File: config.mk
export PLATFORM = sky130hd
export DESIGN_NAME = sfda_front
export DESIGN_NICKNAME = d
export VERILOG_FILES = /design/src/hdl/sfda_pkg.sv /design/src/hdl/sfda_front.sv
export SDC_FILE = /design/constraint.sdc
export NUM_CORES = 1
export LEC_CHECK = 0
export ABC_CLOCK_PERIOD_IN_PS = 10000
export BUFFER_PORTS_ARGS = -buffer_cell sky130_fd_sc_hd__buf_2
export CORE_ASPECT_RATIO = 1.25
export CORE_MARGIN = 1.5
export CORE_UTILIZATION = 25
export CTS_CLUSTER_DIAMETER = 40
export DETAILED_ROUTE_END_ITERATION = 8
export GPL_ROUTABILITY_DRIVEN = 1
export PLACE_DENSITY_LB_ADDON = 0.15
export SETUP_SLACK_MARGIN = 0.2
export SLEW_MARGIN = 20
export SYNTH_ARGS = -nofsm -noshare
export SYNTH_HDL_FRONTEND = slang
export SYNTH_SLANG_ARGS = --single-unit
File: constraint.sdc
create_clock -name i_clk -period 10 [get_ports i_clk]
set_clock_uncertainty 0.2 [all_clocks]
set_input_delay 0.5 -clock i_clk [delete_from_list [all_inputs] [get_ports i_clk]]
set_output_delay 0.5 -clock i_clk [all_outputs]
set_load 0.02 [all_outputs]
File: src/hdl/sfda_pkg.sv
// Shared constants, types and helpers of the site Fst/Dxy accumulator
`timescale 1ns / 1ps
package sfda_pkg;

    localparam int MAX_SAMPLES = 4096;
    localparam int FRAC_BITS   = 30;

    localparam int CNT_W   = $clog2(MAX_SAMPLES + 1);
    localparam int TOT_W   = CNT_W + 1;
    localparam int ALL_W   = CNT_W + 3;
    localparam int Q_W     = FRAC_BITS + 1;
    localparam int PROD_W  = 2 * Q_W;
    localparam int DIV_NUM_W = 64;
    localparam int DIV_DEN_W = FRAC_BITS + ALL_W;
    localparam int CFG_W   = 17;
    localparam int IDX_W   = 2;

    localparam logic [IDX_W-1:0] REG_MIN_PRESENT = 2'd0;
    localparam logic [IDX_W-1:0] REG_MIN_MAF     = 2'd1;
    localparam logic [IDX_W-1:0] REG_STAT_MODE   = 2'd2;

    localparam logic [Q_W-1:0] Q_ONE = Q_W'(1) << FRAC_BITS;

    typedef enum logic [2:0] {
        ST_KEPT      = 3'd0,
        ST_NO_DATA   = 3'd1,
        ST_MISSING   = 3'd2,
        ST_MAF       = 3'd3,
        ST_MONO      = 3'd4,
        ST_MALFORMED = 3'd5
    } t_status;

    typedef struct packed {
        logic [CFG_W-1:0] min_present;
        logic [CFG_W-1:0] min_maf;
        logic             dxy_mode;
    } t_cfg;

    // Per-site counts handed from the front to the back, index 0/1 = population
    typedef struct packed {
        logic [1:0][CNT_W-1:0] pres;
        logic [1:0][CNT_W-1:0] mis;
        logic [1:0][ALL_W-1:0] alleles;
        logic [1:0][ALL_W-1:0] alt;
        logic                  malformed;
    } t_site;

    function automatic logic ploidy_ok(input logic [3:0] pl);
        logic ok;
        case (pl)
            4'd2, 4'd4, 4'd6, 4'd8: ok = 1'b1;
            default:                ok = 1'b0;
        endcase
        return ok;
    endfunction

endpackage

File: src/hdl/sfda_front.sv
// Front end: accepts calls, keeps per-site counts and emits one site record
`timescale 1ns / 1ps
module sfda_front (
    input  logic          i_clk,
    input  logic          i_rst_n,
    input  logic          i_valid,
    output logic          o_ready,
    input  logic          i_population,
    input  logic          i_missing_call,
    input  logic [3:0]    i_ploidy,
    input  logic [3:0]    i_alt_count,
    input  logic          i_site_last,
    input  logic          i_q_full,
    output logic          o_push,
    output sfda_pkg::t_site o_site
);
    import sfda_pkg::*;

    logic [1:0][CNT_W-1:0] r_pres, n_pres, r_mis, n_mis;
    logic [1:0][ALL_W-1:0] r_all, n_all, r_alt, n_alt;
    logic                  r_malf, n_malf;
    logic [TOT_W-1:0]      tot;
    logic                  accept;

    assign o_ready = !i_q_full;
    assign accept  = i_valid && o_ready;
    assign tot     = TOT_W'(r_pres[i_population]) + TOT_W'(r_mis[i_population]);

    // Classify the call and update its population's counts
    always_comb begin
        n_pres = r_pres;
        n_mis  = r_mis;
        n_all  = r_all;
        n_alt  = r_alt;
        n_malf = r_malf;
        if (tot >= TOT_W'(MAX_SAMPLES)) begin
            n_malf = 1'b1;
        end else if (i_missing_call) begin
            n_mis[i_population] = r_mis[i_population] + CNT_W'(1);
        end else if (!ploidy_ok(i_ploidy) || (i_alt_count > i_ploidy)) begin
            n_malf = 1'b1;
        end else begin
            n_pres[i_population] = r_pres[i_population] + CNT_W'(1);
            n_all[i_population]  = r_all[i_population] + ALL_W'(i_ploidy);
            n_alt[i_population]  = r_alt[i_population] + ALL_W'(i_alt_count);
        end
    end

    assign o_push              = accept && i_site_last;
    assign o_site.pres         = n_pres;
    assign o_site.mis          = n_mis;
    assign o_site.alleles      = n_all;
    assign o_site.alt          = n_alt;
    assign o_site.malformed    = n_malf;

    // Hold counts, clear them at the site end
    always_ff @(posedge i_clk) begin
        if (!i_rst_n || (accept && i_site_last)) begin
            r_pres <= '0;
            r_mis  <= '0;
            r_all  <= '0;
            r_alt  <= '0;
            r_malf <= 1'b0;
        end else if (accept) begin
            r_pres <= n_pres;
            r_mis  <= n_mis;
            r_all  <= n_all;
            r_alt  <= n_alt;
            r_malf <= n_malf;
        end
    end

endmodule

==> qor.csv <==
metric,value,unit
synthesized instance count,1041,
WP data required,9.30,ns
row count,74,
top_reg_cell synth,dfxtp_1,
CTS Buf Count,17,
clk_lat worst skew,0.42,ns
largest net degree at the start of global routing,78,
"Top cell by count, worst path",buf_4,
Slew Limit Fails,0,
die area,0.0344,mm2
"EDFF count, synth",0,
status,finished with violations,
DRT antenna net count,0,
violated checks,design-rule violations,
Worst path max stage delay,0.67,ns
vias after detailed routing,7682,
CP max FO,62,
global-route wire length before repair,43900,um
Final setup viols,0,
Critical path origin,i_population,
initial DRC count,490,
VDD IR max,0.0874,mV
Total GRT Usage,0.164,
Post-Place Cells,1540,
"flops & latches, synth",117,
RSZ-0062 raised after global routing,no,
Clock Tree Buf Depth,2,
share of layout cells above drive strength 1,0.245,
clk slew on worst S/H paths,0.05,ns
global placement routability congestion,0.782,
I/O pin count,134,
top-area cell type share of the netlist area,0.281,
"FFs w/ async S/R, synth",0,
DIE HEIGHT,207,um
vias in the first global route,7526,
worst r2r src,r_mis[19],
Syn Area/Cell,8.00,um2
Max Cap Violations,0,
Setup Crit Path Kind,primary input to primary output,
Pwr Total,1.14,mW
Routed WL per cell,18.1,um
setup tns final,0,ns
final hold vios,0,
Sink Count,117,
Layout area overhead,18.6,%
initial antenna violation count,0,
Multi-input gate area,0.00560,mm2
Unique masters post-synth,67,
"Setup Fix Bufs, Post-CTS",0,
Worst EP arrival,5.18,ns
final core area utilization,0.301,
total wire length,28400,um
CTS tree,built,
worst hold path class,flop to flop,
leakage,4.14,nW
post-CTS resize count,0,
Non-Filler Instances,1571,
# nets final,1188,
CP Capture Type,primary output,
Cell Pwr Density,115,mW/mm2
post-synthesis sequential area ratio,0.281,
Reg area,0.00234,mm2
slowest CP cell,a2111o_2,
syn nets,1086,
Remaining DRCs,7,
CTS Hold Bufs,0,
initial core utilization,0.254,
Buffers on Ports,133,
Slew Limit Headroom,0.351,
fmax,0.170,GHz
Worst Tran Pin Value,0.973,ns
critical-path cell list,"buf_4, buf_4, mux2_2, ha_1, fa_1, nand3_1, nand2_1, and3_4, or4_4, a2111o_2, buf_12, nor2_1, xor2_1, buf_2",
synthesis warning total,0,
CP Launch Type,primary input,
main area contributors after synthesis,"dfxtp_1, mux2_2, nand2_1",
HPWL after DPL,19700,um
Fillers,3616,
die width,166,um
CTS Root Buffer Type,clkbuf_16,
Final min period,5.88,ns
first drt pass iteration count,7,
core footprint,0.0328,mm2
Hold Worst Slack,0.244,ns
post-synth top area cell,dfxtp_1,
via density per instance,4.89,
htree depth,4,
Antenna Diode Count,0,
crit share post-route,0.588,
remaining global-route overflow,0,
Synth Cell Area,0.00833,mm2
HP Start,r_malf,
## critical path, delay by kind of cell
family | cells | cell delay, ns
adders and majority gates | 2 | 0.58
xor gates and xnor gates | 1 | 0.26
AOI/OAI and AO/OA | 1 | 0.67
buffers and inverters | 4 | 1.66
muxes | 1 | 0.42
and+or+nand+nor | 5 | 1.01
## per-layer routing
layer / global-route usage / part of all wire
met1: 0.196 / 0.44
met2: 0.299 / 0.51
met3: 0.0287 / 0.038
met4: 0.0498 / 0.017
met5: 0 / 0
## worst paths after layout
path / end / slack [ns] / cells after the start
worst max register to register: r_all[21] / 6.12 / 10
worst max-delay path: o_site[6] / 4.12 / 14
worst min register to register: r_malf / 0.24 / 2
worst min-delay path: r_malf / 0.24 / 2
## cell usage in the layout, fill, tap and decap left out, drive strengths merged, types with 4 or more instances in the layout
cell type  synthesis  routed
a2111o             5       5
a2111oi            4       4
a211oi            19      19
a21o               4       4
a21oi            106     106
and2               5       5
and3               4       4
buf               29     145
clkbuf            33      24
clkinv             0       4
dfxtp            117     117
ha                27      27
inv               27      27
mux2              86      86
mux2i             33      33
nand2            190     190
nand2b             5       5
nand3             28      28
nand3b             9       9
nand4              6       6
nor2              51      51
nor2b              7       7
nor3              25      25
o211ai             4       4
o21ai             59      59
or3               29      29
or4                5       5
xnor2             38      38
xor2              40      40
## per-stage QoR
| step | area, um2 | worst slack, ns |
|---|---|---|
| finish | 9880 | 4.12 |
| detailed placement | 9310 | 3.90 |
| floorplan | 8330 | 4.06 |
| global placement | 9310 | 3.89 |
| global route | 9880 | 3.80 |
| CTS | 9850 | 3.89 |
## cell type report
type                       count  area share
clock buffer                  24      0.0498
clock inverter                 5     0.00507
inverter                      27      0.0103
multi-input combinational    835       0.567
sequential                   117       0.237
tap                          418      0.0529
timing repair buffer         145      0.0780
## flip-flops by register name (all words and copies together), names as in the netlist
name,flops
r_all,32
r_alt,32
r_mis,26
r_pres,26
r_malf,1
## power by group
part,switching (mW),internal [mW]
Clock,0.222,0.362
Combinational,0.0580,0.0252
Sequential,0.00151,0.468
## cell usage after synthesis (4+ instances only)
| library cell | instances |
|---|---|
| mux2_2 | 86 |
| nand2_1 | 190 |
| a21o_1 | 4 |
| nand4_1 | 6 |
| nand2b_1 | 5 |
| buf_2 | 18 |
| nor2_1 | 51 |
| o211ai_1 | 4 |
| nand3_1 | 27 |
| xnor2_1 | 38 |
| a211oi_1 | 19 |
| inv_1 | 27 |
| o21ai_0 | 58 |
| mux2i_1 | 33 |
| buf_6 | 6 |
| a21oi_1 | 104 |
| nor2b_1 | 7 |
| nand3b_1 | 9 |
| or3_1 | 29 |
| ha_1 | 27 |
| clkbuf_1 | 33 |
| a2111o_1 | 5 |
| dfxtp_1 | 117 |
| nor3_1 | 23 |
| or4_1 | 4 |
| xor2_1 | 40 |
| buf_1 | 4 |
## logic make-up (layout without fill, tap and decap cells)
kind of cell    Yosys count  in the layout  share of synthesized area
compound gates          229            229                      0.172
fa+ha+maj                30             30                     0.0478
simple gates            379            379                      0.213
mux                     119            119                      0.156
xor+xnor                 78             78                     0.0820
buf+inv                  89            201                     0.0487
flops                   117            117                      0.281
(Power assumes the default switching activity.)
