### config.mk
export PLATFORM = sky130hd
export DESIGN_NAME = sfda_back
export DESIGN_NICKNAME = d
export VERILOG_FILES = /design/src/hdl/sfda_pkg.sv /design/src/hdl/sfda_div.sv /design/src/hdl/sfda_back.sv
export SDC_FILE = /design/constraint.sdc
export NUM_CORES = 2
export LEC_CHECK = 0
export BUFFER_PORTS_ARGS = -buffer_cell sky130_fd_sc_hd__buf_4
export CAP_MARGIN = 20
export CORE_UTILIZATION = 35
export CTS_BUF_LIST = sky130_fd_sc_hd__clkbuf_4 sky130_fd_sc_hd__clkbuf_8
export DETAILED_ROUTE_END_ITERATION = 8
export PLACE_DENSITY = 0.49
export SKIP_CTS_REPAIR_TIMING = 1
export SYNTH_ARGS = -nofsm -noshare
export SYNTH_HDL_FRONTEND = slang
export SYNTH_SLANG_ARGS = --single-unit
### constraint.sdc
create_clock -name i_clk -period 39 [get_ports i_clk]
set_input_delay 7.8 -clock i_clk [delete_from_list [all_inputs] [get_ports i_clk]]
set_output_delay 7.8 -clock i_clk [all_outputs]
set_load 0.03 [all_outputs]
### src/hdl/sfda_pkg.sv
// Shared constants, types and helpers of the site Fst/Dxy accumulator
`timescale 1ns / 1ps
package sfda_pkg;

    localparam int MAX_SAMPLES = 4096;
    localparam int FRAC_BITS   = 30;

    localparam int CNT_W   = $clog2(MAX_SAMPLES + 1);
    localparam int TOT_W   = CNT_W + 1;
    localparam int ALL_W   = CNT_W + 3;
    localparam int Q_W     = FRAC_BITS + 1;
    localparam int PROD_W  = 2 * Q_W;
    localparam int DIV_NUM_W = 64;
    localparam int DIV_DEN_W = FRAC_BITS + ALL_W;
    localparam int CFG_W   = 17;
    localparam int IDX_W   = 2;

    localparam logic [IDX_W-1:0] REG_MIN_PRESENT = 2'd0;
    localparam logic [IDX_W-1:0] REG_MIN_MAF     = 2'd1;
    localparam logic [IDX_W-1:0] REG_STAT_MODE   = 2'd2;

    localparam logic [Q_W-1:0] Q_ONE = Q_W'(1) << FRAC_BITS;

    typedef enum logic [2:0] {
        ST_KEPT      = 3'd0,
        ST_NO_DATA   = 3'd1,
        ST_MISSING   = 3'd2,
        ST_MAF       = 3'd3,
        ST_MONO      = 3'd4,
        ST_MALFORMED = 3'd5
    } t_status;

    typedef struct packed {
        logic [CFG_W-1:0] min_present;
        logic [CFG_W-1:0] min_maf;
        logic             dxy_mode;
    } t_cfg;

    // Per-site counts handed from the front to the back, index 0/1 = population
    typedef struct packed {
        logic [1:0][CNT_W-1:0] pres;
        logic [1:0][CNT_W-1:0] mis;
        logic [1:0][ALL_W-1:0] alleles;
        logic [1:0][ALL_W-1:0] alt;
        logic                  malformed;
    } t_site;

    function automatic logic ploidy_ok(input logic [3:0] pl);
        logic ok;
        case (pl)
            4'd2, 4'd4, 4'd6, 4'd8: ok = 1'b1;
            default:                ok = 1'b0;
        endcase
        return ok;
    endfunction

endpackage

### src/hdl/sfda_div.sv
// Iterative restoring divider, one quotient bit per cycle
`timescale 1ns / 1ps
module sfda_div (
    input  logic                           i_clk,
    input  logic                           i_rst_n,
    input  logic                           i_start,
    input  logic [sfda_pkg::DIV_NUM_W-1:0] i_num,
    input  logic [sfda_pkg::DIV_DEN_W-1:0] i_den,
    output logic                           o_done,
    output logic [sfda_pkg::Q_W-1:0]       o_quo
);
    import sfda_pkg::*;

    localparam int CW = $clog2(DIV_NUM_W + 1);

    logic [DIV_NUM_W-1:0] r_num;
    logic [DIV_DEN_W-1:0] r_den, r_rem, n_rem;
    logic [DIV_DEN_W:0]   rem_sh;
    logic [CW-1:0]        r_cnt;
    logic                 r_busy, r_done, qbit;

    // Shift in the next numerator bit and try a subtract
    always_comb begin
        rem_sh = {r_rem, r_num[DIV_NUM_W-1]};
        qbit   = (rem_sh >= {1'b0, r_den});
        n_rem  = qbit ? DIV_DEN_W'(rem_sh - {1'b0, r_den}) : rem_sh[DIV_DEN_W-1:0];
    end

    assign o_done = r_done;
    assign o_quo  = r_num[Q_W-1:0];

    always_ff @(posedge i_clk) begin
        if (!i_rst_n) begin
            r_busy <= 1'b0;
            r_done <= 1'b0;
            r_cnt  <= '0;
        end else begin
            r_done <= 1'b0;
            if (i_start) begin
                r_num  <= i_num;
                r_den  <= i_den;
                r_rem  <= '0;
                r_cnt  <= CW'(DIV_NUM_W);
                r_busy <= 1'b1;
            end else if (r_busy) begin
                r_rem <= n_rem;
                r_num <= {r_num[DIV_NUM_W-2:0], qbit};
                r_cnt <= r_cnt - CW'(1);
                if (r_cnt == CW'(1)) begin
                    r_busy <= 1'b0;
                    r_done <= 1'b1;
                end
            end
        end
    end

endmodule

### src/hdl/sfda_back.sv
// Back end: filters a site, computes hw and hb and updates running totals
`timescale 1ns / 1ps
module sfda_back (
    input  logic            i_clk,
    input  logic            i_rst_n,
    input  sfda_pkg::t_cfg  i_cfg,
    input  logic            i_q_nonempty,
    input  sfda_pkg::t_site i_site,
    output logic            o_pop,
    output logic            o_valid,
    input  logic            i_ready,
    output logic [2:0]      o_site_status,
    output logic signed [31:0] o_within_term,
    output logic [30:0]     o_between_term,
    output logic signed [63:0] o_total_within,
    output logic [61:0]     o_total_between,
    output logic [31:0]     o_kept_sites
);
    import sfda_pkg::*;

    typedef enum logic [4:0] {
        S_IDLE, S_CHK, S_CMP, S_JUDGE, S_DP1, S_DP2, S_MQ1, S_DS1, S_WS1,
        S_MQ2, S_DS2, S_WS2, S_MD, S_T0, S_MB1, S_MB1A, S_MB2, S_HB, S_ACC, S_EMIT
    } t_state;

    t_state              r_state;
    t_site               r_site;
    logic [1:0]          r_step;
    logic [3:0]          r_fail;
    t_status             r_status, n_status;
    logic [Q_W-1:0]      r_p1, r_p2, r_t0, r_t1, r_t2;
    logic [Q_W-1:0]      mul_a, mul_b, q1, q2, dif;
    logic [PROD_W-1:0]   r_prod, r_acc;
    logic signed [31:0]  r_hw;
    logic [30:0]         r_hb;
    logic signed [63:0]  r_sum_w, n_sum_w;
    logic [61:0]         r_sum_b;
    logic [62:0]         n_sum_b;
    logic [31:0]         r_kept;
    logic                ovf_w;
    logic                pop_sel, chk_fail;
    logic [ALL_W-1:0]    m1, m2, den1, den2;
    logic                div_start, div_done;
    logic [DIV_NUM_W-1:0] div_num;
    logic [DIV_DEN_W-1:0] div_den;
    logic [Q_W-1:0]      div_quo;
    logic [PROD_W:0]     t0_sum;
    logic [PROD_W:0]     hb_sum;

    assign q1  = Q_ONE - r_p1;
    assign q2  = Q_ONE - r_p2;
    assign dif = (r_p1 >= r_p2) ? (r_p1 - r_p2) : (r_p2 - r_p1);
    assign pop_sel = r_step[0];
    assign den1 = (r_site.alleles[0] != '0) ? r_site.alleles[0] : ALL_W'(1);
    assign den2 = (r_site.alleles[1] != '0) ? r_site.alleles[1] : ALL_W'(1);
    assign m1   = (r_site.alleles[0] > ALL_W'(1)) ? (r_site.alleles[0] - ALL_W'(1))
                                                  : ALL_W'(1);
    assign m2   = (r_site.alleles[1] > ALL_W'(1)) ? (r_site.alleles[1] - ALL_W'(1))
                                                  : ALL_W'(1);

    // Pick the multiplier operands for this step
    always_comb begin
        mul_a = '0;
        mul_b = '0;
        unique case (r_state)
            S_CHK: begin
                if (r_step[1]) begin
                    mul_a = Q_W'(i_cfg.min_maf);
                    mul_b = Q_W'(r_site.alleles[pop_sel]);
                end else begin
                    mul_a = Q_W'(i_cfg.min_present);
                    mul_b = Q_W'(r_site.pres[pop_sel]) + Q_W'(r_site.mis[pop_sel]);
                end
            end
            S_MQ1: begin mul_a = r_p1; mul_b = q1; end
            S_MQ2: begin mul_a = r_p2; mul_b = q2; end
            S_MD:  begin mul_a = dif;  mul_b = dif; end
            S_MB1: begin mul_a = r_p1; mul_b = q2; end
            S_MB2: begin mul_a = r_p2; mul_b = q1; end
            default: ;
        endcase
    end

    // Compare the product against the scaled count of this check
    always_comb begin
        if (r_step[1]) begin
            chk_fail = (PROD_W'({r_site.alt[pop_sel], 16'b0}) < r_prod) ||
                       (PROD_W'({r_site.alleles[pop_sel] - r_site.alt[pop_sel], 16'b0})
                        < r_prod);
        end else begin
            chk_fail = PROD_W'({r_site.pres[pop_sel], 16'b0}) < r_prod;
        end
    end

    // Judge the site in filter order
    always_comb begin
        if (r_site.malformed) begin
            n_status = ST_MALFORMED;
        end else if (r_site.pres[0] == '0 || r_site.pres[1] == '0) begin
            n_status = ST_NO_DATA;
        end else if (r_fail[0] || r_fail[1]) begin
            n_status = ST_MISSING;
        end else if (r_fail[2] || r_fail[3]) begin
            n_status = ST_MAF;
        end else if (!i_cfg.dxy_mode && r_site.alt[0] == '0 && r_site.alt[1] == '0) begin
            n_status = ST_MONO;
        end else begin
            n_status = ST_KEPT;
        end
    end

    // Start and feed the shared divider
    always_comb begin
        div_start = 1'b0;
        div_num   = '0;
        div_den   = '0;
        unique case (r_state)
            S_JUDGE: begin
                div_start = (n_status == ST_KEPT);
                div_num   = (DIV_NUM_W'(r_site.alt[0]) << FRAC_BITS) + DIV_NUM_W'(den1 >> 1);
                div_den   = DIV_DEN_W'(den1);
            end
            S_DP1: begin
                div_start = div_done;
                div_num   = (DIV_NUM_W'(r_site.alt[1]) << FRAC_BITS) + DIV_NUM_W'(den2 >> 1);
                div_den   = DIV_DEN_W'(den2);
            end
            S_DS1: begin
                div_start = 1'b1;
                div_num   = DIV_NUM_W'(r_prod) + (DIV_NUM_W'(m1) << (FRAC_BITS - 1));
                div_den   = DIV_DEN_W'(m1) << FRAC_BITS;
            end
            S_DS2: begin
                div_start = 1'b1;
                div_num   = DIV_NUM_W'(r_prod) + (DIV_NUM_W'(m2) << (FRAC_BITS - 1));
                div_den   = DIV_DEN_W'(m2) << FRAC_BITS;
            end
            default: ;
        endcase
    end

    sfda_div u_div (
        .i_clk   (i_clk),
        .i_rst_n (i_rst_n),
        .i_start (div_start),
        .i_num   (div_num),
        .i_den   (div_den),
        .o_done  (div_done),
        .o_quo   (div_quo)
    );

    // Rounding and saturating accumulation
    assign t0_sum  = {1'b0, r_prod} + (PROD_W+1)'(Q_ONE >> 1);
    assign hb_sum  = {1'b0, r_acc} + {1'b0, r_prod} + (PROD_W+1)'(Q_ONE >> 1);
    assign n_sum_w = r_sum_w + 64'(r_hw);
    assign ovf_w   = (r_sum_w[63] == r_hw[31]) && (n_sum_w[63] != r_sum_w[63]);
    assign n_sum_b = {1'b0, r_sum_b} + 63'(r_hb);

    assign o_pop = (r_state == S_IDLE) && i_q_nonempty;

    always_ff @(posedge i_clk) begin
        r_prod <= PROD_W'(mul_a * mul_b);
    end

    // Sequencer with its registered outputs
    always_ff @(posedge i_clk) begin
        if (!i_rst_n) begin
            r_state <= S_IDLE;
            r_sum_w <= '0;
            r_sum_b <= '0;
            r_kept  <= '0;
            o_valid <= 1'b0;
        end else begin
            if (o_valid && i_ready && (r_state != S_EMIT)) o_valid <= 1'b0;
            unique case (r_state)
                S_IDLE: begin
                    if (i_q_nonempty) begin
                        r_site  <= i_site;
                        r_step  <= 2'd0;
                        r_state <= S_CHK;
                    end
                end
                S_CHK: r_state <= S_CMP;
                S_CMP: begin
                    r_fail[r_step] <= chk_fail;
                    r_step         <= r_step + 2'd1;
                    r_state        <= (r_step == 2'd3) ? S_JUDGE : S_CHK;
                end
                S_JUDGE: begin
                    r_status <= n_status;
                    r_hw     <= '0;
                    r_hb     <= '0;
                    r_state  <= (n_status == ST_KEPT) ? S_DP1 : S_EMIT;
                end
                S_DP1: begin
                    if (div_done) begin
                        r_p1    <= div_quo;
                        r_state <= S_DP2;
                    end
                end
                S_DP2: begin
                    if (div_done) begin
                        r_p2    <= div_quo;
                        r_state <= S_MQ1;
                    end
                end
                S_MQ1: r_state <= S_DS1;
                S_DS1: r_state <= S_WS1;
                S_WS1: begin
                    if (div_done) begin
                        r_t1    <= div_quo;
                        r_state <= S_MQ2;
                    end
                end
                S_MQ2: r_state <= S_DS2;
                S_DS2: r_state <= S_WS2;
                S_WS2: begin
                    if (div_done) begin
                        r_t2    <= div_quo;
                        r_state <= S_MD;
                    end
                end
                S_MD: r_state <= S_T0;
                S_T0: begin
                    r_t0    <= t0_sum[FRAC_BITS +: Q_W];
                    r_state <= S_MB1;
                end
                S_MB1:  r_state <= S_MB1A;
                S_MB1A: begin
                    r_acc   <= r_prod;
                    r_state <= S_MB2;
                end
                S_MB2: r_state <= S_HB;
                S_HB: begin
                    r_hb    <= 31'(hb_sum[FRAC_BITS +: Q_W]);
                    r_hw    <= 32'({1'b0, r_t0}) - 32'({1'b0, r_t1}) - 32'({1'b0, r_t2});
                    r_state <= S_ACC;
                end
                S_ACC: begin
                    if (ovf_w) begin
                        r_sum_w <= r_sum_w[63] ? {1'b1, 63'b0} : {1'b0, {63{1'b1}}};
                    end else begin
                        r_sum_w <= n_sum_w;
                    end
                    r_sum_b <= n_sum_b[62] ? {62{1'b1}} : n_sum_b[61:0];
                    if (r_kept != '1) r_kept <= r_kept + 32'd1;
                    r_state <= S_EMIT;
                end
                S_EMIT: begin
                    if (!o_valid || i_ready) begin
                        o_valid         <= 1'b1;
                        o_site_status   <= r_status;
                        o_within_term   <= r_hw;
                        o_between_term  <= r_hb;
                        o_total_within  <= r_sum_w;
                        o_total_between <= r_sum_b;
                        o_kept_sites    <= r_kept;
                        r_state         <= S_IDLE;
                    end
                end
                default: r_state <= S_IDLE;
            endcase
        end
    end

endmodule

==> results.ini <==
[global_route]
grt_usage_pct = 25.2
grt_pass1_vias = 70700
grt_max_degree = 84
grt_overflow = 0
grt_antenna_before_repair = 22
grt_pass1_wl_um = 477000

[power]
swShare_pct = 36.3
power_frac_clock_pct = 33.2
power_leakage_nw = 44.1
p_per_area_nw_per_um2 = 33.1
intPower_w = 0.00210
switchingPower_w = 0.00120
p_comb_share_pct = 29.5
seq_power_share_pct = 37.3
vdd_ir_drop_max_mv = 0.0278

[die]
rows = 184
boundaryPins = 382
die_w_um = 504
start_util_pct = 35.2
core_area_um2 = 251000
die_h_um = 504
dieArea_um2 = 254000

[logic_synthesis]
synth_edf_count = 771
synthArstFlopShare_pct = 0
synth_seq_cells = 1006
ys_seq_area_share_pct = 31.5
synth_cells = 9146
synth_area_per_cell_um2 = 9.65
netlist_area_um2 = 88300
yosys.cell_types.count = 93
yosysWarnings = 0
synth_nets = 10900
synth_ff_type = edfxtp_1

[timing]
hold_viol = 0
tns_ns = 0
timing.slew.headroom_pct = 13.1
maxSlewViolCount = 0
setup_violations = 0
grt_setup_unrepaired = no
fin_skew_ns = 0.100
setup_ws_ns = 22.65
min_period_ns = 16.35
finalCritPeriodShare_pct = 41.9
fmax_mhz = 61.2
tightest_slew_ns = 1.30

[place]
numPortBuffers = 381
placed_area_um2 = 95400
pre_cts_slack_ns = 21.65
gp_congestion = 0.930
hpwlAfterDp_um = 248000

[final_layout]
fin_util_pct = 39.6
drive_gt1_share_pct = 11.0
nNetsFinal = 11200
final_common_cell = inv_1
synthToLayoutAreaGrowth_pct = 12.7
seqCellArea_um2 = 27900
fin_area_um2 = 99500
nFillCells = 24900
layout_common_cells = 1199 x inv_1, 1023 x nand2_1, 876 x fa_1, 827 x nor2_1, 771 x edfxtp_1
multi_input_area_um2 = 54600

[critical_path]
startpoint = i_q_nonempty
worstReg2RegEnd = r_prod[60]
crit_required_ns = 31.20
worstSetupPathType = input port to output pin
timing.rr.start = r_p1[1]
cp.arrival_ns = 8.55
reg2reg_depth = 38
crit_path_end_kind = output pin
reg2reg_slack_ns = 25.85
cp_max_fo = 3
worstSetupStartpointType = input port
crit_end = o_pop

[drt]
drc = 0
wl_per_cell_um = 25.1
viasPerCell = 5.39
wirelength_um = 326000
drt_iter0_markers = 6467
first_pass_iters = 8
dr_total_vias = 70100
postRouteAntennaNets = 0

[worst_hold_path]
hold_class = flip-flop to flip-flop

[cts]
cts_num_sinks = 1006
cts_tree = done
clkLatencyLatePin_ns = 0.98
cts_buffers = 183
clock_path_buffers = 3
cts_root_buf = clkbuf_8
h-tree-depth = 4
path_clk_slew_ns = 0.06

[job]
maxCapViolations = 0

[run_status]
status = completed

## how the worst min path moves through the flow
stage                                to  cells past startpoint   startpoint  slack (ns)
detailed placement  o_total_between[44]                      0  r_sum_b[44]        0.44
global route         o_total_between[4]                      0   r_sum_b[4]        0.47
global placement    o_total_between[44]                      0  r_sum_b[44]        0.44
finish               o_total_within[61]                      0  r_sum_w[61]        0.46
CTS                 o_total_between[44]                      0  r_sum_b[44]        0.46
floorplan              o_site_status[0]                      0  r_status[0]        0.40
## Yosys cell counts (13+ instances only)
cell type	number	area (µm²)
o22ai_1	28	175
and3_1	82	513
dfxtp_1	235	4700
buf_1	17	63.8
o21ai_0	377	1890
and4_1	18	158
or2_2	25	156
clkbuf_1	322	1210
o211ai_1	29	218
a21boi_0	24	180
mux2i_1	61	611
edfxtp_1	771	23200
nor4_1	49	307
or4_1	13	97.6
or3_1	43	269
nor3b_1	16	120
a31o_2	16	140
a21oi_1	503	2520
o21bai_1	39	293
buf_2	74	370
nor2b_1	58	363
a211oi_1	30	225
nor2_1	840	3150
fa_1	876	17500
nand4_1	103	644
ha_1	696	8710
and2_1	69	432
mux2_2	52	586
a221oi_1	30	263
a21o_1	206	1550
a22o_1	22	193
nor3_1	122	611
a31oi_1	53	332
xnor2_1	261	2290
xor2_1	179	1570
nand2_1	1023	3840
o21a_1	58	435
inv_1	1200	4500
a22oi_1	26	195
o31ai_1	22	165
a221o_1	20	200
nand3_1	162	811
nand2b_1	67	419
## flip-flops by register name, indices dropped and copies added, names as in the netlist, 46 cells and up
name	flops
o_total_between	62
o_total_within	64
r_acc	61
r_prod	62
r_site	117
r_sum_b	62
r_sum_w	64
u_div.r_num	64
u_div.r_rem	46
## power groups by stage
| stage | Sequential [W] | Clock (W) | Combinational, W |
|---|---|---|---|
| after global routing | 0.00123 | 0.00118 | 0.00104 |
| final | 0.00123 | 0.00110 | 0.000972 |
| after CTS | 0.00123 | 0.00113 | 0.000960 |
| after detailed placement | 0.00125 | 0 | 0.000954 |
| after floorplan | 0.00123 | 0 | 0.000548 |
| after global placement | 0.00125 | 0 | 0.000946 |
## critical path, cell delays in order
cell and delay, ns:
buf_4 0.09, and3_1 0.41, buf_4 0.24
## per-layer routing
layer | GRT usage (%) | part of all wire (%)
met5 | 0 | 0.010
met4 | 13.3 | 5.7
met3 | 4.79 | 7.5
met2 | 38.5 | 44
met1 | 33.9 | 43
## kinds of logic after synthesis
kind of cell / count (synthesis) / synth area share [%]
AND/OR/NAND/NOR: 2738 / 13.9
AO/OA/AOI/OAI: 1655 / 12.0
buffers and inverters: 1621 / 7.04
adder cells (fa/ha/maj): 1572 / 29.7
flip-flops: 1006 / 31.5
XOR/XNOR: 441 / 4.39
multiplexers: 113 / 1.35
## cell type report
class / instances / area share (%)
multi-input cells: 6519 / 54.9
flip-flops and latches: 1006 / 28.0
inverters: 1200 / 4.53
repair buffers: 568 / 4.35
well taps: 3348 / 4.21
clock buffers: 252 / 3.13
clock inverters: 91 / 0.910
diodes: 12 / 0.0302
## stage by stage
| stage | total power [W] | instances | hold WS [ns] |
|---|---|---|---|
| after floorplan | 0.00178 | 9146 | 0.400 |
| after global placement | 0.00220 | 12600 | 0.443 |
| after detailed placement | 0.00220 | 12600 | 0.440 |
| after CTS | 0.00332 | 13000 | 0.456 |
| after global routing | 0.00345 | 13000 | 0.469 |
| final | 0.00330 | 13000 | 0.458 |
(Power assumes the default switching activity.)
