[config.mk]
export PLATFORM = sky130hd
export DESIGN_NAME = sfda_queue
export DESIGN_NICKNAME = d
export VERILOG_FILES = /design/src/hdl/sfda_pkg.sv /design/src/hdl/sfda_queue.sv
export SDC_FILE = /design/constraint.sdc
export NUM_CORES = 1
export LEC_CHECK = 0
export BUFFER_PORTS_ARGS = -buffer_cell sky130_fd_sc_hd__buf_2
export CORE_ASPECT_RATIO = 1.5
export CORE_MARGIN = 2
export CORE_UTILIZATION = 47
export DETAILED_ROUTE_END_ITERATION = 10
export PLACE_DENSITY = 0.76
export SLEW_MARGIN = 0
export SYNTH_ARGS = -nofsm -noshare
export SYNTH_HDL_FRONTEND = slang
export SYNTH_SLANG_ARGS = --single-unit
[constraint.sdc]
create_clock -name i_clk -period 5.52 [get_ports i_clk]
set_input_delay 0.276 -clock i_clk [delete_from_list [all_inputs] [get_ports i_clk]]
set_output_delay 0.276 -clock i_clk [all_outputs]
set_load 0.01 [all_outputs]
[src/hdl/sfda_pkg.sv]
// Shared constants, types and helpers of the site Fst/Dxy accumulator
`timescale 1ns / 1ps
package sfda_pkg;

    localparam int MAX_SAMPLES = 4096;
    localparam int FRAC_BITS   = 30;

    localparam int CNT_W   = $clog2(MAX_SAMPLES + 1);
    localparam int TOT_W   = CNT_W + 1;
    localparam int ALL_W   = CNT_W + 3;
    localparam int Q_W     = FRAC_BITS + 1;
    localparam int PROD_W  = 2 * Q_W;
    localparam int DIV_NUM_W = 64;
    localparam int DIV_DEN_W = FRAC_BITS + ALL_W;
    localparam int CFG_W   = 17;
    localparam int IDX_W   = 2;

    localparam logic [IDX_W-1:0] REG_MIN_PRESENT = 2'd0;
    localparam logic [IDX_W-1:0] REG_MIN_MAF     = 2'd1;
    localparam logic [IDX_W-1:0] REG_STAT_MODE   = 2'd2;

    localparam logic [Q_W-1:0] Q_ONE = Q_W'(1) << FRAC_BITS;

    typedef enum logic [2:0] {
        ST_KEPT      = 3'd0,
        ST_NO_DATA   = 3'd1,
        ST_MISSING   = 3'd2,
        ST_MAF       = 3'd3,
        ST_MONO      = 3'd4,
        ST_MALFORMED = 3'd5
    } t_status;

    typedef struct packed {
        logic [CFG_W-1:0] min_present;
        logic [CFG_W-1:0] min_maf;
        logic             dxy_mode;
    } t_cfg;

    // Per-site counts handed from the front to the back, index 0/1 = population
    typedef struct packed {
        logic [1:0][CNT_W-1:0] pres;
        logic [1:0][CNT_W-1:0] mis;
        logic [1:0][ALL_W-1:0] alleles;
        logic [1:0][ALL_W-1:0] alt;
        logic                  malformed;
    } t_site;

    function automatic logic ploidy_ok(input logic [3:0] pl);
        logic ok;
        case (pl)
            4'd2, 4'd4, 4'd6, 4'd8: ok = 1'b1;
            default:                ok = 1'b0;
        endcase
        return ok;
    endfunction

endpackage

[src/hdl/sfda_queue.sv]
// Two-entry queue of site records between front and back
`timescale 1ns / 1ps
module sfda_queue (
    input  logic            i_clk,
    input  logic            i_rst_n,
    input  logic            i_push,
    input  sfda_pkg::t_site i_site,
    output logic            o_full,
    input  logic            i_pop,
    output logic            o_nonempty,
    output sfda_pkg::t_site o_site
);
    import sfda_pkg::*;

    t_site      r_mem [2];
    logic       r_wr, r_rd;
    logic [1:0] r_cnt;

    assign o_full     = (r_cnt == 2'd2);
    assign o_nonempty = (r_cnt != 2'd0);
    assign o_site     = r_mem[r_rd];

    // Store pushed records
    always_ff @(posedge i_clk) begin
        if (i_push) begin
            r_mem[r_wr] <= i_site;
        end
    end

    // Advance pointers and fill count
    always_ff @(posedge i_clk) begin
        if (!i_rst_n) begin
            r_wr  <= 1'b0;
            r_rd  <= 1'b0;
            r_cnt <= 2'd0;
        end else begin
            if (i_push) r_wr <= !r_wr;
            if (i_pop)  r_rd <= !r_rd;
            r_cnt <= r_cnt + 2'(i_push) - 2'(i_pop);
        end
    end

endmodule

==> impl_metrics.toml, run 1 <==
[clock_network]
cts_tree = "done"
clk_pin_slew_ns = 0.06
tritoncts.num_buffers = 21
insertion_delay_ns = 0.48
clk_path_buf_depth = 3
htree_levels = 1
cts_sinks = 239
cts-root-buf = "clkbuf_16"

[drt]
routed_via_density = 4.85
wl_per_cell_um = 17.9
finalWirelength_um = 18300
drc_errors = 0
antenna_left = 0
drtIter0Drc = 291
vias = 4965
drt-pass1-iter-count = 4

[synthesis]
netlist.area_leader.share_pct = 80.0
synth_area_leaders = "edfxtp_1 (80%), mux2_2 (11%), mux2_4 (5.1%)"
yosysTopAreaCell = "edfxtp_1"
synth_area_um2 = 8780
synth_ff_type = "edfxtp_1"
ys_seq_elements = 239
synth_edf_count = 234
ys_async_sr_fraction_pct = 0
synthesis.nets = 508
synth_cells = 385
yosys_warnings = 0
synth.most_common_cell = "edfxtp_1"
avgSynthCellArea_um2 = 22.8
yosysUniqueCellTypes = 14
ys_top_cells_by_count = "edfxtp_1 (234), mux2_2 (87), mux2_4 (30)"
synth-seq-area-share_pct = 81.2

[pwr]
ir_drop_v = 0.000359
p_leak_nw = 4.63
pwr_density_cell_nw_per_um2 = 332
power_mw = 4.01

[global_route]
overflow = 0
grt_max_degree = 87
antenna_found_initial = 4
grt_pass1_vias = 5314
grt_pass1_wl_um = 26600
grt_use_total_pct = 17.5

[final_layout]
stdcell_count = 1023
final_nets = 877
final_layout_size_suffix_gt1_share_pct = 51.4
area_delta_synth_final_pct = 37.5
final_area_um2 = 12100
fillers = 1182
fin_util_pct = 65.6

[sta]
hold_ws_ns = 0.0519
hold_viol = 0
finClkSkew_ns = 0.00545
min_period_ns = 3.08
max_slew_margin_pct = 25.4
fin_crit_sh_pct = 55.9
finalSetupViolations = 0
worst_pin_slew_ns = 1.12
finalWorstSetupSlack_ns = 2.44
drv_slew = 0
max_freq_mhz = 324
tns_ns = 0
grt_setup_unrepaired = "no"

[worst_setup_path]
slowest_stage = "dfxtp_4"
crit_buf_inv = 2
crit_arrival_ns = 2.81
cp_data_required_time_ns = 5.24
r2r-end = "r_mem[1][8]$_DFFE_PP_"
ff2ff_path_depth = 2
max_stage_delay_ns = 1.08
critPathLaunchType = "register"
reg2reg_slack_ns = 3.22
path_delay_family = "flip-flops"
critPathCaptureType = "primary output"
cp_cell_sequence = "buf_4 -> mux2_2 -> buf_2"
worstSetupPathType = "register to primary output"
critPathMaxFanout = 80
timing.rr.start = "r_wr$_SDFFE_PN0P_"

[floorplanning]
fp.dieH_um = 171
num_io_pins = 240
coreArea_um2 = 18400
rows = 61
die-area_um2 = 19800
start_util_pct = 47.7
die_x_um = 116

[min_path]
hold_end = "r_wr$_SDFFE_PN0P_"
hold_depth = 2
min_from = "i_rst_n"
hold_class = "input port to register"

[status]
outcome = "finished clean"

[placed_design]
post_dp_cell_area_um2 = 10200
place_hpwl_um = 10600
dp.cells = 866
pre_cts_slack_ns = 2.92
io_buffers = 239
globalplace.congestion = 0.708

[job]
drv_cap = 0
==> cell usage in the layout, fill, tap and decap left out, types with 3 or more instances in the layout <==
cell type      Yosys  layout
buf_2              8     239
dfxtp_1            5       4
mux2_4            30      30
clkinv_2           0       6
clkbuf_1           0       5
and2_1             4       3
mux2_2            87      87
nor2b_1            4       3
edfxtp_1         234     234
clkbuf_16          0      21
dlygate4sd3_1      0     117
diode_2            0       3
==> state kept, by name, indices dropped and copies added (netlist names), named ones only <==
register  flops
r_mem       234
r_cnt         2
r_rd          1
r_wr          1
==> layout make-up <==
class	count	area [µm²]	share of cell area, %
Clock inverter	9	75.1	0.622
Multi-Input combinational cell	131	1560	12.9
Inverter	2	7.51	0.0622
Antenna cell	3	7.51	0.0622
Clock buffer	28	572	4.74
Timing Repair Buffer	359	2400	19.9
Tap cell	252	315	2.61
Sequential cell	239	7130	59.1
==> repair_timing <==
item,CTS,global route
endpoints found under the setup margin,0,0
buffers inserted,0,0
hold buffers,117,0
resized for setup,0,0
endpoints found under the hold margin,234,0
==> kinds of logic after synthesis <==
kind of cell | count (synthesis) | synth area share, %
muxes | 117 | 16.3
and+or+nand+nor | 9 | 0.641
DFF | 239 | 81.2
AOI/OAI and AO/OA | 1 | 0.0855
adders and majority gates | 2 | 0.285
xor gates and xnor gates | 2 | 0.356
buffers and inverters | 15 | 1.18
==> worst max path at each step <==
stage	startpoint	end	cells past startpoint
6_report	register	o_site[36]	3
5_1_grt	register	o_site[77]	3
4_1_cts	register	o_site[58]	3
3_5_place_dp	register	o_site[58]	3
3_3_place_gp	register	o_site[77]	3
2_1_floorplan	r_wr$_SDFFE_PN0P_	r_mem[0][0]$_DFFE_PP_	1
==> routing by layer <==
metal / track usage (%) / vias up / part of all wire (%)
met3: 4.05 / 50 / 6.5
met5: 0 / - / 0.060
met4: 7.02 / 2 / 3.0
met2: 32.2 / 211 / 54
met1: 19.2 / 2435 / 36
li1: - / 2267 / -
==> report_power, final <==
part	total, mW	switching, mW	internal, mW
clock	1.38	0.605	0.777
combinational	0.475	0.211	0.264
sequential	2.15	0.0498	2.10
Note: power is estimated with default switching activity, not from simulation.
==> inputs of run 2 (changes only) <==
==> constraint.sdc (replaced) <==
create_clock -name i_clk -period 2.5 [get_ports i_clk]
set_input_delay 0.125 -clock i_clk [delete_from_list [all_inputs] [get_ports i_clk]]
set_output_delay 0.125 -clock i_clk [all_outputs]
set_load 0.01 [all_outputs]
==> run 2 against run 1 <==
Via count fell by 0.85%. Sequential power is 120% higher. Final cell count rose by 0.98%. First-iteration DRC count shrank 19%. Die area did not move. Core utilization grew 1.2 points. Global-route usage grew 0.19 points. Cell area up 1.8%. Critical path depth unchanged. Flip-flop and latch count did not move. Non-clock buffer count up 8.
==> impl_metrics.toml, run 2 (synthesis gave the netlist of run 1 again) <==
[sta]
drv_slew = 0
max_freq_mhz = 448
grt_setup_unrepaired = "no"
finClkSkew_ns = 0.0238
hold_viol = 0
hold_ws_ns = 0.0632
min_period_ns = 2.23
fin_crit_sh_pct = 89.2
tns_ns = 0
worst_pin_slew_ns = 0.709
finalSetupViolations = 0
max_slew_margin_pct = 52.7

[worst_setup_path]
critPathLaunchType = "register"
cp_cell_sequence = "buf_12 -> mux2_2 -> buf_2"
critPathMaxFanout = 39
slowest_stage = "dfxtp_4"
path_delay_family = "flip-flops"
crit_arrival_ns = 2.11
cp_data_required_time_ns = 2.38
r2r-end = "r_wr$_SDFFE_PN0P_"
worstSetupPathType = "register to primary output"
crit_buf_inv = 2
reg2reg_slack_ns = 0.89
critPathCaptureType = "primary output"
max_stage_delay_ns = 0.69
timing.rr.start = "r_wr$_SDFFE_PN0P_"
ff2ff_path_depth = 4

[floorplanning]
die-area_um2 = 19800
rows = 61
coreArea_um2 = 18400
start_util_pct = 47.7
die_x_um = 116
num_io_pins = 240
fp.dieH_um = 171

[min_path]
hold_end = "r_cnt[0]$_SDFF_PN0_"
min_from = "i_push"
hold_class = "input port to register"
hold_depth = 3

[clock_network]
cts_sinks = 239
tritoncts.num_buffers = 22
htree_levels = 1
clk_path_buf_depth = 3
cts-resized-gates = 0
clk_pin_slew_ns = 0.07
cts_tree = "done"
insertion_delay_ns = 0.51
cts-root-buf = "clkbuf_16"

[drt]
drc_errors = 0
routed_via_density = 4.77
vias = 4923
drt-pass1-iter-count = 6
finalWirelength_um = 18400
wl_per_cell_um = 17.8
antenna_left = 0
drtIter0Drc = 237

[final_layout]
regMostFlops = "r_mem"
area_delta_synth_final_pct = 40.0
reg_top3 = "r_mem: 234 flops, r_cnt: 2 flops"
fillers = 1200
final_layout_size_suffix_gt1_share_pct = 51.4
final_common_cell = "buf_2"
mostFrequentLayoutCells = "buf_2 (239), edfxtp_1 (234), dlygate4sd3_1 (120), mux2_2 (87), mux2_4 (30)"
largest_reg_flops = 234
final_nets = 886

[status]
outcome = "finished clean"

[pwr]
power_switching_mw = 1.96
power_mw = 9.28
combPwrFrac_pct = 11.9
clkPwrFrac_pct = 37.3
p_leak_nw = 4.73
swShare_pct = 21.1
ir_drop_v = 0.000646
internal-power_mw = 7.32
p_seq_share_pct = 50.8
pwr_density_cell_nw_per_um2 = 755

[placed_design]
io_buffers = 239
place_hpwl_um = 11100
globalplace.congestion = 0.725

[global_route]
grt_pass1_wl_um = 26900
grt_pass1_vias = 5306
grt_use_total_pct = 17.7
grt_max_degree = 67
antenna_found_initial = 3
overflow = 0

[job]
drv_cap = 0
[run 2: cell count changes in the layout (fill, tap and decap cells not counted), sizes merged]
| cell | change |
|---|---|
| bufinv | +3 |
| clkbuf | -2 |
| buf | +5 |
| dlygate4sd3 | +3 |
| clkinv | +1 |
[run 2: area by class of cell]
class                           instances  area, µm²  share of cell area, %
Clock inverter                         13        165                   1.34
Clock buffer                           26        587                   4.77
Timing Repair Buffer                  367       2520                   20.5
Tap cell                              252        315                   2.56
Inverter                                2       7.51                 0.0611
Antenna cell                            3       7.51                 0.0611
Sequential cell                       239       7130                   58.0
Multi-Input combinational cell        131       1560                   12.7
[run 2: repair_timing]
item                      4_1_cts  5_1_grt
hold buffers                  120        0
hold endpoints to repair      239        0
setup buffers                   0        0
[run 2: stage by stage]
step / std cells / utilization [%] / cell area (µm²) / setup slack, ns
2_1_floorplan: 385 / - / 8790 / 0.00531
6_report: 1033 / 66.8 / 12300 / 0.269
4_1_cts: 1030 / 66.8 / 12300 / 0.253
5_1_grt: 1031 / 66.8 / 12300 / 0.163
3_5_place_dp: 871 / 56.2 / 10300 / 0.810
3_3_place_gp: 871 / 56.2 / 10300 / 0.857
[run 2: worst max-delay path by stage]
stage,to,slack (ns),cells after the start
5_1_grt,o_site[55],0.16,3
2_1_floorplan,r_mem[0][0]$_DFFE_PP_,0.005,1
6_report,o_site[2],0.27,3
4_1_cts,o_site[58],0.25,3
3_5_place_dp,o_site[58],0.81,3
3_3_place_gp,o_site[51],0.86,3
[run 2: worst min-delay path: stages]
cell and delay (ns):
buf_2 0.13, ha_1 0.14, and2_1 0.13
[run 2: per-layer routing]
metal	vias to the layer above	routed length (µm)	share of wire, %	global-route usage [%]
li1	2290	-	-	-
met1	2403	6750	37	19.1
met2	184	9790	53	32.8
met3	46	1160	6.3	3.91
met4	0	718	3.9	7.60
met5	-	0	0	0
[run 2: power by group through the flow]
| stage | sequential (mW) | clock [mW] | combinational [mW] |
|---|---|---|---|
| 2_1_floorplan | 4.76 | 0 | 0.570 |
| 3_3_place_gp | 4.78 | 0 | 0.922 |
| 3_5_place_dp | 4.80 | 0 | 0.944 |
| 4_1_cts | 4.71 | 3.52 | 1.10 |
| 5_1_grt | 4.73 | 3.68 | 1.18 |
| 6_report | 4.71 | 3.46 | 1.10 |
==> inputs of run 3 (changes only) <==
--- a/config.mk
+++ b/config.mk
@@ -8,9 +8,8 @@
 export BUFFER_PORTS_ARGS = -buffer_cell sky130_fd_sc_hd__buf_2
 export CORE_ASPECT_RATIO = 1.5
 export CORE_MARGIN = 2
-export CORE_UTILIZATION = 47
+export CORE_UTILIZATION = 30
 export DETAILED_ROUTE_END_ITERATION = 10
-export PLACE_DENSITY = 0.76
 export SLEW_MARGIN = 0
 export SYNTH_ARGS = -nofsm -noshare
 export SYNTH_HDL_FRONTEND = slang
==> run 3 against run 2 <==
First-iteration DRC count decreased by 16%. Largest cell class unchanged. Clock-buffer cell count increased by 2. Core utilization decreased by 24 points. Critical path depth unchanged. Fmax increased by 15%. Register-to-register slack got worse by 0.02 ns. Largest power group unchanged. Clock skew decreased by 0.020 ns.
==> impl_metrics.toml, run 3 (synthesis gave the netlist of run 1 again) <==
[drt]
finalWirelength_um = 17700
antenna_left = 0
wl_per_cell_um = 15.2
drtIter0Drc = 199
drt-pass1-iter-count = 4
drc_errors = 0
vias = 4898
routed_via_density = 4.19

[pwr]
p_leak_nw = 4.72
ir_drop_v = 0.000616
clkPwrFrac_pct = 37.5
swShare_pct = 21.0
power_switching_mw = 1.95
internal-power_mw = 7.33
p_seq_share_pct = 50.4
pwr_density_cell_nw_per_um2 = 744
combPwrFrac_pct = 12.1
power_mw = 9.28

[clock_network]
cts_tree = "done"
cts_sinks = 239
insertion_delay_ns = 0.51
clk_pin_slew_ns = 0.06
clk_path_buf_depth = 3
post_cts_buffers = 0
htree_levels = 1
tritoncts.num_buffers = 22
cts-root-buf = "clkbuf_16"

[floorplanning]
fp.dieH_um = 214
rows = 76
coreArea_um2 = 28800
die-area_um2 = 30700
die_x_um = 144
start_util_pct = 30.5
num_io_pins = 240

[global_route]
overflow = 0
grt_max_degree = 67
grt_use_total_pct = 10.9
grt_pass1_wl_um = 25700
grt_pass1_vias = 5211
antenna_found_initial = 0

[sta]
tns_ns = 0
min_period_ns = 1.94
hold_viol = 0
finClkSkew_ns = 0.00405
max_slew_margin_pct = 66.0
grt_setup_unrepaired = "no"
worst_pin_slew_ns = 0.509
drv_slew = 0
fin_crit_sh_pct = 77.8
max_freq_mhz = 514
finalWorstSetupSlack_ns = 0.556
finalSetupViolations = 0

[final_layout]
mostFrequentLayoutCells = "buf_2 (239), edfxtp_1 (234), dlygate4sd3_1 (121), mux2_2 (87), mux2_4 (30)"
final_layout_size_suffix_gt1_share_pct = 51.0
stdcell_count = 1170
final_nets = 886
fin_util_pct = 43.3
final_common_cell = "buf_2"
largest_reg_flops = 234
reg_top3 = "r_mem: 234 flops, r_cnt: 2 flops"
fillers = 2596
regArea_um2 = 7130
multi_input_area_um2 = 1560
regMostFlops = "r_mem"
area_delta_synth_final_pct = 42.1

[worst_setup_path]
cp_data_required_time_ns = 2.38
ff2ff_path_depth = 4
r2r-end = "r_wr$_SDFFE_PN0P_"
critPathMaxFanout = 61
critPathCaptureType = "primary output"
critPathLaunchType = "register"
timing.rr.start = "r_wr$_SDFFE_PN0P_"
crit_end = "o_site[6]"
reg2reg_slack_ns = 0.87
crit_arrival_ns = 1.82
worstSetupPathType = "register to primary output"

[placed_design]
io_buffers = 239
globalplace.congestion = 0.705
pre_cts_slack_ns = 0.880
dp.cells = 1008
place_hpwl_um = 11100

[min_path]
hold_depth = 2
hold_class = "input port to register"

[status]
outcome = "finished clean"

[job]
drv_cap = 0
[run 3: cell count changes in the layout (fill, tap and decap cells not counted), sizes merged]
cell         change
clkinvlp         +1
clkinv           -2
diode            -2
buf              -1
dlygate4sd3      +1
clkbuf           +2
[run 3: stage by stage]
step | hold slack, ns | cell area (µm²)
2_1_floorplan | 0.224 | 8790
3_3_place_gp | 0.312 | 10500
3_5_place_dp | 0.316 | 10500
4_1_cts | 0.303 | 12500
5_1_grt | 0.322 | 12500
6_report | 0.334 | 12500
[run 3: worst min path at each step]
stage / startpoint / endpoint / slack [ns]
5_1_grt: i_site[37] / r_mem[1][37]$_DFFE_PP_ / 0.32
6_report: i_site[61] / r_mem[1][61]$_DFFE_PP_ / 0.33
3_3_place_gp: i_site[48] / r_mem[0][48]$_DFFE_PP_ / 0.31
2_1_floorplan: i_site[0] / r_mem[0][0]$_DFFE_PP_ / 0.22
4_1_cts: i_site[48] / r_mem[1][48]$_DFFE_PP_ / 0.30
3_5_place_dp: i_site[61] / r_mem[1][61]$_DFFE_PP_ / 0.32
[run 3: area by class of cell]
class	count	share of cell area [%]
antenna	1	0.0201
clock buffer	28	4.76
clock inverter	12	1.29
inverter	2	0.0602
multi-input combinational	131	12.5
sequential	239	57.1
tap	390	3.91
timing repair buffer	367	20.3
[run 3: what timing repair did]
action	4_1_cts	5_1_grt
hold buffers	121	0
hold endpoints to repair	239	0
gates resized for setup	0	0
[run 3: power groups by stage]
stage | combinational [mW] | sequential, mW | clock, mW
after CTS | 1.15 | 4.68 | 3.61
after detailed placement | 0.990 | 4.77 | 0
after floorplan | 0.570 | 4.76 | 0
after global placement | 0.983 | 4.76 | 0
final | 1.12 | 4.68 | 3.48
after global routing | 1.21 | 4.70 | 3.71
[run 3: worst max-delay path, cell delays in order (launching register included)]
cell and delay, ns:
dfxtp_4 0.37, buf_12 0.30, mux2_2 0.40, buf_2 0.14
[run 3: routing by layer]
metal	track usage (%)	wire length, µm	vias to the layer above
met5	0	0	-
met4	5.48	655	0
met3	2.50	1000	40
met2	21.7	10000	162
met1	10.2	6070	2414
li1	-	-	2282
